File: src/rtl/tpms_pkg.sv
// Shared types and constants for the two-pattern span search block.
`default_nettype none

package tpms_pkg;

    localparam int PAT_W     = 64;
    localparam int LEN_W     = 4;
    localparam int CFG_IDX_W = 8;
    localparam int SPAN_W    = 10;

    localparam logic [CFG_IDX_W-1:0] CFG_FIRST_PATTERN  = 8'd0;
    localparam logic [CFG_IDX_W-1:0] CFG_FIRST_LENGTH   = 8'd1;
    localparam logic [CFG_IDX_W-1:0] CFG_SECOND_PATTERN = 8'd2;
    localparam logic [CFG_IDX_W-1:0] CFG_SECOND_LENGTH  = 8'd3;

    localparam logic signed [SPAN_W-1:0] SPAN_NONE = -10'sd1;
    localparam logic [SPAN_W-1:0]        SPAN_MAX  = 10'd511;

    typedef struct packed {
        logic [PAT_W-1:0] first_pattern;
        logic [LEN_W-1:0] first_length;
        logic [PAT_W-1:0] second_pattern;
        logic [LEN_W-1:0] second_length;
    } cfg_t;

endpackage

`default_nettype wire

File: src/rtl/tpms_cfg_regs.sv
// Configuration register file holding both patterns and their lengths.
`default_nettype none

module tpms_cfg_regs
    import tpms_pkg::*;
(
    input  wire logic                 clk,
    input  wire logic                 rst_n,
    input  wire logic                 cfg_valid,
    output logic                      cfg_ready,
    input  wire logic [CFG_IDX_W-1:0] cfg_index,
    input  wire logic [PAT_W-1:0]     cfg_data,
    output cfg_t                      cfg
);

    cfg_t cfg_reg;

    assign cfg_ready = 1'b1;
    assign cfg       = cfg_reg;

    always_ff @(posedge clk or negedge rst_n)
    begin
        if (!rst_n)
        begin
            cfg_reg.first_pattern  <= '0;
            cfg_reg.first_length   <= LEN_W'(1);
            cfg_reg.second_pattern <= '0;
            cfg_reg.second_length  <= LEN_W'(1);
        end
        else if (cfg_valid && cfg_ready)
        begin
            case (cfg_index)
                CFG_FIRST_PATTERN:  cfg_reg.first_pattern  <= cfg_data;
                CFG_FIRST_LENGTH:   cfg_reg.first_length   <= cfg_data[LEN_W-1:0];
                CFG_SECOND_PATTERN: cfg_reg.second_pattern <= cfg_data;
                CFG_SECOND_LENGTH:  cfg_reg.second_length  <= cfg_data[LEN_W-1:0];
                default:            ;
            endcase
        end
    end

endmodule

`default_nettype wire

File: src/rtl/tpms_matcher.sv
// Parallel window compare of one pattern against the most recent text bytes.
`default_nettype none

module tpms_matcher
    import tpms_pkg::*;
#(
    parameter int MAX_PATTERN = 8,
    parameter int IDX_W       = 9
)
(
    input  wire logic [PAT_W-1:0] pattern,
    input  wire logic [LEN_W-1:0] length,
    input  wire logic [7:0]       window [MAX_PATTERN],
    input  wire logic [IDX_W-1:0] pos,
    output logic                  hit,
    output logic [IDX_W-1:0]      start
);

    localparam int CW = IDX_W + 1;

    logic [LEN_W-1:0]       eff_len;
    logic [MAX_PATTERN-1:0] len_hit;
    logic                   sel_hit;
    logic [CW-1:0]          seen;

    always_comb
    begin
        if (length == '0)
            eff_len = LEN_W'(1);
        else if (length > LEN_W'(MAX_PATTERN))
            eff_len = LEN_W'(MAX_PATTERN);
        else
            eff_len = length;
    end

    // Window entry zero is the newest byte, so the pattern's first byte
    // sits at the oldest position of a candidate match.
    always_comb
    begin
        for (int n = 0; n < MAX_PATTERN; n++)
        begin
            len_hit[n] = 1'b1;
            for (int i = 0; i <= n; i++)
            begin
                if (window[n - i] != pattern[8*i +: 8])
                    len_hit[n] = 1'b0;
            end
        end
    end

    always_comb
    begin
        sel_hit = 1'b0;
        for (int n = 0; n < MAX_PATTERN; n++)
        begin
            if (eff_len == LEN_W'(n + 1))
                sel_hit = len_hit[n];
        end
    end

    assign seen  = CW'(pos) + CW'(1);
    assign hit   = sel_hit && (seen >= CW'(eff_len));
    assign start = IDX_W'(seen - CW'(eff_len));

endmodule

`default_nettype wire

File: src/rtl/two_pattern_max_span_unit.sv
// Two-pattern span search: one text byte per cycle, one result per text;
// input stalls only while a final byte waits on an untaken result.
// Throughput: one byte per cycle, set by the single-pass window compare
// between the input register and the state and result registers.
// Reset: asynchronous and active low; it sets both patterns to zero with
// length one and clears the text position, match records and overflow flag.
`default_nettype none

module two_pattern_max_span_unit
    import tpms_pkg::*;
#(
    parameter int MAX_PATTERN = 8,
    parameter int MAX_TEXT    = 512
)
(
    input  wire logic                     clk,
    input  wire logic                     rst_n,
    input  wire logic                     in_valid,
    output logic                          in_ready,
    input  wire logic [7:0]               text_byte,
    input  wire logic                     final_byte,
    output logic                          out_valid,
    input  wire logic                     out_ready,
    output logic signed [SPAN_W-1:0]      span,
    output logic                          overflow,
    input  wire logic                     cfg_valid,
    output logic                          cfg_ready,
    input  wire logic [CFG_IDX_W-1:0]     cfg_index,
    input  wire logic [PAT_W-1:0]         cfg_data
);

    localparam int IDX_W = $clog2(MAX_TEXT);
    localparam int POS_W = $clog2(MAX_TEXT + 1);
    localparam int SW    = (IDX_W > SPAN_W) ? IDX_W : SPAN_W;

    cfg_t cfg;

    logic             in_vld_reg;
    logic [7:0]       in_byte_reg;
    logic             in_final_reg;

    logic [7:0]       window_reg  [MAX_PATTERN];
    logic [7:0]       window_next [MAX_PATTERN];
    logic [POS_W-1:0] pos_reg;
    logic             left_found_reg;
    logic [IDX_W-1:0] left_end_reg;
    logic             right_found_reg;
    logic [IDX_W-1:0] right_start_reg;
    logic             overflowed_reg;

    logic                     out_vld_reg;
    logic signed [SPAN_W-1:0] span_reg;
    logic                     overflow_reg;

    logic             adv;
    logic             in_range;
    logic [IDX_W-1:0] pos_idx;
    logic             left_hit;
    logic [IDX_W-1:0] left_start_unused;
    logic             right_hit;
    logic [IDX_W-1:0] right_start_hit;

    logic             left_found_next;
    logic [IDX_W-1:0] left_end_next;
    logic             right_found_next;
    logic [IDX_W-1:0] right_start_next;
    logic             overflowed_next;
    logic [SW-1:0]    diff;
    logic signed [SPAN_W-1:0] span_next;

    tpms_cfg_regs u_cfg (
        .clk       (clk),
        .rst_n     (rst_n),
        .cfg_valid (cfg_valid),
        .cfg_ready (cfg_ready),
        .cfg_index (cfg_index),
        .cfg_data  (cfg_data),
        .cfg       (cfg)
    );

    always_comb
    begin
        window_next[0] = in_byte_reg;
        for (int k = 1; k < MAX_PATTERN; k++)
            window_next[k] = window_reg[k - 1];
    end

    assign in_range = pos_reg < POS_W'(MAX_TEXT);
    assign pos_idx  = pos_reg[IDX_W-1:0];

    tpms_matcher #(
        .MAX_PATTERN (MAX_PATTERN),
        .IDX_W       (IDX_W)
    ) u_left (
        .pattern (cfg.first_pattern),
        .length  (cfg.first_length),
        .window  (window_next),
        .pos     (pos_idx),
        .hit     (left_hit),
        .start   (left_start_unused)
    );

    tpms_matcher #(
        .MAX_PATTERN (MAX_PATTERN),
        .IDX_W       (IDX_W)
    ) u_right (
        .pattern (cfg.second_pattern),
        .length  (cfg.second_length),
        .window  (window_next),
        .pos     (pos_idx),
        .hit     (right_hit),
        .start   (right_start_hit)
    );

    // The left record keeps the first match; the right record follows the latest.
    always_comb
    begin
        left_found_next  = left_found_reg;
        left_end_next    = left_end_reg;
        right_found_next = right_found_reg;
        right_start_next = right_start_reg;
        overflowed_next  = overflowed_reg;
        if (!in_range)
        begin
            overflowed_next = 1'b1;
        end
        else
        begin
            if (!left_found_reg && left_hit && (left_start_unused <= pos_idx))
            begin
                left_found_next = 1'b1;
                left_end_next   = pos_idx;
            end
            if (right_hit)
            begin
                right_found_next = 1'b1;
                right_start_next = right_start_hit;
            end
        end
    end

    always_comb
    begin
        diff = SW'(right_start_next) - SW'(left_end_next) - SW'(1);
        if (left_found_next && right_found_next && (right_start_next > left_end_next))
        begin
            if (diff > SW'(SPAN_MAX))
                span_next = signed'(SPAN_MAX);
            else
                span_next = signed'(SPAN_W'(diff));
        end
        else
        begin
            span_next = SPAN_NONE;
        end
    end

    assign adv      = in_vld_reg && !(in_final_reg && out_vld_reg && !out_ready);
    assign in_ready = !in_vld_reg || adv;

    always_ff @(posedge clk or negedge rst_n)
    begin
        if (!rst_n)
            in_vld_reg <= 1'b0;
        else if (in_ready)
            in_vld_reg <= in_valid;
    end

    always_ff @(posedge clk)
    begin
        if (in_valid && in_ready)
        begin
            in_byte_reg  <= text_byte;
            in_final_reg <= final_byte;
        end
    end

    always_ff @(posedge clk or negedge rst_n)
    begin
        if (!rst_n)
        begin
            for (int k = 0; k < MAX_PATTERN; k++)
                window_reg[k] <= '0;
            pos_reg         <= '0;
            left_found_reg  <= 1'b0;
            left_end_reg    <= '0;
            right_found_reg <= 1'b0;
            right_start_reg <= '0;
            overflowed_reg  <= 1'b0;
        end
        else if (adv)
        begin
            if (in_range)
            begin
                for (int k = 0; k < MAX_PATTERN; k++)
                    window_reg[k] <= window_next[k];
            end
            if (in_final_reg)
            begin
                pos_reg         <= '0;
                left_found_reg  <= 1'b0;
                left_end_reg    <= '0;
                right_found_reg <= 1'b0;
                right_start_reg <= '0;
                overflowed_reg  <= 1'b0;
            end
            else
            begin
                if (in_range)
                    pos_reg <= pos_reg + POS_W'(1);
                left_found_reg  <= left_found_next;
                left_end_reg    <= left_end_next;
                right_found_reg <= right_found_next;
                right_start_reg <= right_start_next;
                overflowed_reg  <= overflowed_next;
            end
        end
    end

    always_ff @(posedge clk or negedge rst_n)
    begin
        if (!rst_n)
            out_vld_reg <= 1'b0;
        else if (adv && in_final_reg)
            out_vld_reg <= 1'b1;
        else if (out_ready)
            out_vld_reg <= 1'b0;
    end

    always_ff @(posedge clk)
    begin
        if (adv && in_final_reg)
        begin
            span_reg     <= span_next;
            overflow_reg <= overflowed_next;
        end
    end

    assign out_valid = out_vld_reg;
    assign span      = span_reg;
    assign overflow  = overflow_reg;

`ifndef SYNTHESIS
    a_pos_bound: assert property (@(posedge clk) disable iff (!rst_n)
        pos_reg <= POS_W'(MAX_TEXT))
        else $error("Text position ran past its saturation point.");

    a_clear_after_final: assert property (@(posedge clk) disable iff (!rst_n)
        adv && in_final_reg |=> pos_reg == '0 && !left_found_reg && !right_found_reg
            && !overflowed_reg)
        else $error("Per-text state was not cleared after a final byte.");

    a_stall_cause: assert property (@(posedge clk) disable iff (!rst_n)
        !in_ready |-> out_vld_reg && !out_ready && in_final_reg)
        else $error("Input stalled without a pending result transfer.");

    a_span_range: assert property (@(posedge clk) disable iff (!rst_n)
        out_vld_reg |-> (span_reg == SPAN_NONE) || !span_reg[SPAN_W-1])
        else $error("Span result is negative but not the no-match code.");
`endif

endmodule

`default_nettype wire
File: config.mk
export PLATFORM = sky130hd
export DESIGN_NAME = two_pattern_max_span_unit
export DESIGN_NICKNAME = d
export VERILOG_FILES = /design/src/rtl/tpms_pkg.sv /design/src/rtl/tpms_cfg_regs.sv /design/src/rtl/tpms_matcher.sv /design/src/rtl/two_pattern_max_span_unit.sv
export SDC_FILE = /design/constraint.sdc
export NUM_CORES = 1
export LEC_CHECK = 0
export BUFFER_PORTS_ARGS = -buffer_cell sky130_fd_sc_hd__buf_2
export CORE_MARGIN = 4
export CORE_UTILIZATION = 49
export CTS_CLUSTER_SIZE = 14
export DETAILED_ROUTE_END_ITERATION = 7
export HOLD_SLACK_MARGIN = 0.02
export PLACE_DENSITY = 0.66
export SETUP_SLACK_MARGIN = 0.3
export SLEW_MARGIN = 10
export SYNTH_ARGS = -nofsm -noshare
export SYNTH_HDL_FRONTEND = slang
export SYNTH_SLANG_ARGS = --single-unit
File: constraint.sdc
create_clock -name clk -period 6.51 [get_ports clk]
set_input_delay 0 -clock clk [delete_from_list [all_inputs] [get_ports clk]]
set_output_delay 0 -clock clk [all_outputs]
set_load 0.01 [all_outputs]
==> results_dict.tcl <==
set metrics [dict create \
    fp.dieW_um 201.7 \
    syn2layout_area_growth_pct 14.10 \
    critical_path_class "flip-flop to flip-flop" \
    post-route-drc-count 0 \
    mostFrequentLayoutCell "xor2_1" \
    syn_inst 1829 \
    rsz0062_at_grt "no" \
    startpoint_type "flip-flop" \
    async_reset_ff_share_pct 91.84 \
    place_area_sq_mm 0.01905 \
    wl_mm 75.14 \
    clk_latency_ps 580 \
    antenna_found_initial 0 \
    maxSlewViolCount 0 \
    grt_pass1_vias 15138 \
    r2r_slack_ps 730 \
    crit_path_max_fanout 9 \
    power.total_mw 7.144 \
    final_util_pct 57.00 \
    r2r_cells 27 \
    yosysWarnings 0 \
    fp.dieH_um 201.7 \
    insertedDiodeCount 0 \
    cts_made_buffers 28 \
    ys_ff_latch 245 \
    via_per_inst 6.391 \
    setup_tns_ps 0 \
    initial_core_util_pct 49.96 \
    overflow 0 \
    synth_area_leaders "dfrtp_1, xor2_1, mux2_2" \
    gp_congestion 1.111 \
    fmax_ghz 0.1731 \
    pre_cts_ws_ps 233.7 \
    end_kind "flip-flop" \
    drtIter0Drc 1849 \
    most-common-layout-cells "xor2_1, dfrtp_1, mux2_2" \
    design.die.area_sq_mm 0.04066 \
    powerDensity_mw_per_mm2 340.7 \
    syn_area_per_cell_sq_um 10.05 \
    cts_num_sinks 245 \
    synthFlopType "dfrtp_1" \
    skew_ps 19.63 \
    hold_viol 0 \
    outcome "completed" \
    grt_usage_pct 36.07 \
    dpl.hpwl_mm 55.27 \
    final_cells 2402 \
    synth_top_cell_by_area "dfrtp_1" \
    cp.arrival_ps 6070 \
    hold_class "input pin to asynchronous set/reset pin" \
    p_leak_nw 9.566 \
    min_period_ps 5776 \
    required_ps 6810 \
    dr.pass1.iters 7 \
    tritoncts "yes" \
    layout.nets 2030 \
    hold_ws_ps 47.25 \
    grt_max_degree 117 \
    ioPinCount 100 \
    synth_nets 1946 \
    fin_area_sq_mm 0.02097 \
    synth_cell_type_count 70 \
    clk_path_buf_depth 3 \
    synth-seq-area-share_pct 33.92 \
    num_rows 70 \
    relSlewSlack_pct 23.31 \
    wl_per_cell_um 31.28 \
    setup_ws_ps 734.1 \
    largest_reg_flops 136 \
    clock-root-buffer "clkbuf_16" \
    core_area_sq_mm 0.03679 \
    synthesis.area_sq_mm 0.01838 \
    grt_pass1_wl_mm 108.2 \
    htreeDepth 1 \
    clk_pin_slew_ps 60 \
    setup_viol 0 \
    final_antenna_net_count 0 \
    period_share_pct 88.72 \
    synth_top_cell_area_share_pct 30.37 \
    r2r_end "span[1]" \
    maxCapViolCount 0 \
    ir_drop_mv 0.2691 \
    r2r-start "u_cfg.cfg[70]" \
    worst_pin_slew_ps 1146 \
    place_inst 2265 \
    vias 15351 \
    synth_edf_count 20 \
    io_buffers 98 \
    drive_gt1_share_pct 22.75 \
]
==> power by group <==
group	switching [mW]	internal, mW
Sequential	0.750	1.76
Clock	0.674	1.11
Combinational	1.55	1.30
==> logic make-up (layout without fill, tap and decap cells) <==
| logic type | Yosys count | count (layout) | synth area share [%] |
|---|---|---|---|
| AOI/OAI and AO/OA | 149 | 149 | 5.474 |
| xor gates and xnor gates | 604 | 604 | 28.79 |
| adders and majority gates | 31 | 31 | 2.233 |
| buffers and inverters | 256 | 361 | 6.564 |
| DFF | 245 | 245 | 33.92 |
| muxes | 203 | 203 | 12.41 |
| other | 1 | 1 | 0.02041 |
| and+or+nand+nor | 340 | 340 | 10.59 |
==> synthesized netlist by cell type (3+ instances only) <==
| cell type | count |
|---|---|
| xor2_1 | 424 |
| dfrtp_1 | 223 |
| mux2_2 | 192 |
| xnor2_1 | 180 |
| nor4_1 | 114 |
| clkbuf_1 | 98 |
| nand4_1 | 68 |
| buf_2 | 65 |
| a21oi_1 | 45 |
| inv_1 | 45 |
| nand2_1 | 38 |
| nand3_1 | 29 |
| nor3_1 | 29 |
| ha_1 | 28 |
| nor2_1 | 23 |
| buf_4 | 20 |
| edfxtp_1 | 20 |
| o21ai_0 | 19 |
| o211ai_1 | 18 |
| a21o_1 | 13 |
| buf_6 | 11 |
| buf_1 | 10 |
| o311ai_0 | 9 |
| mux2_1 | 7 |
| and2_1 | 6 |
| a31oi_1 | 5 |
| clkbuf_2 | 5 |
| nand2b_1 | 5 |
| mux2i_1 | 4 |
| nor2b_1 | 4 |
| o21bai_1 | 4 |
| o22ai_1 | 4 |
| or3_1 | 4 |
| or4_1 | 4 |
| a211o_1 | 3 |
| and3_1 | 3 |
| fa_1 | 3 |
| o21a_1 | 3 |
| o31ai_1 | 3 |
==> routing by layer <==
metal | vias to the layer above | wire length [um] | track usage (%) | part of all wire (%)
li1 | 6417 | - | - | -
met5 | - | 0 | 0 | 0
met3 | 317 | 7993 | 8.799 | 11
met1 | 7603 | 30010 | 48.53 | 40
met4 | 0 | 5394 | 18.70 | 7.2
met2 | 1014 | 31740 | 54.08 | 42
==> worst max path at each step <==
stage | end | slack [ps] | start
after global placement | span[1] | 330 | u_cfg.cfg[70]
after CTS | span[2] | 330 | u_cfg.cfg[70]
after global routing | span[1] | 310 | u_cfg.cfg[70]
final | span[1] | 730 | u_cfg.cfg[70]
after floorplan | span[0] | 850 | u_cfg.cfg[70]
after detailed placement | span[1] | 230 | u_cfg.cfg[70]
==> critical path, cell delays in order, from the launching register on <==
cell and delay [ps]:
dfrtp_2 420, nor2_1 70, o21a_1 210, ha_1 230, fa_1 480, inv_1 80, a21oi_1 70, o21ai_2 210
nand3_1 90, o21ai_0 120, xnor2_1 150, ha_1 270, a21o_1 170, a21o_1 170, a21oi_1 180, a21o_1 140
a31oi_1 50, nor3_2 250, and2_4 230, buf_4 160, a21oi_1 80, ha_1 420, nand4_1 170, or3_1 370
a22o_1 230, a2111oi_4 210, buf_6 180, o211ai_1 90
==> timing repair <==
item / in CTS / in global routing
buffers inserted: 0 / 3
hold buffers: 83 / 0
pin swaps: 0 / 3
gates resized for setup: 1 / 7
endpoints found under the hold margin: 264 / 0
gates cloned: 0 / 0
setup endpoints to repair: 9 / 10
==> cell type report <==
type	count	area, sq um
fillers	3207	15820
multi-input cells	1328	10960
flip-flops and latches	245	6235
repair buffers	263	1967
clock buffers	37	805.8
well taps	468	585.6
clock inverters	14	240.2
inverters	47	176.4
No activity file was read; power rests on OpenSTA's default activity.
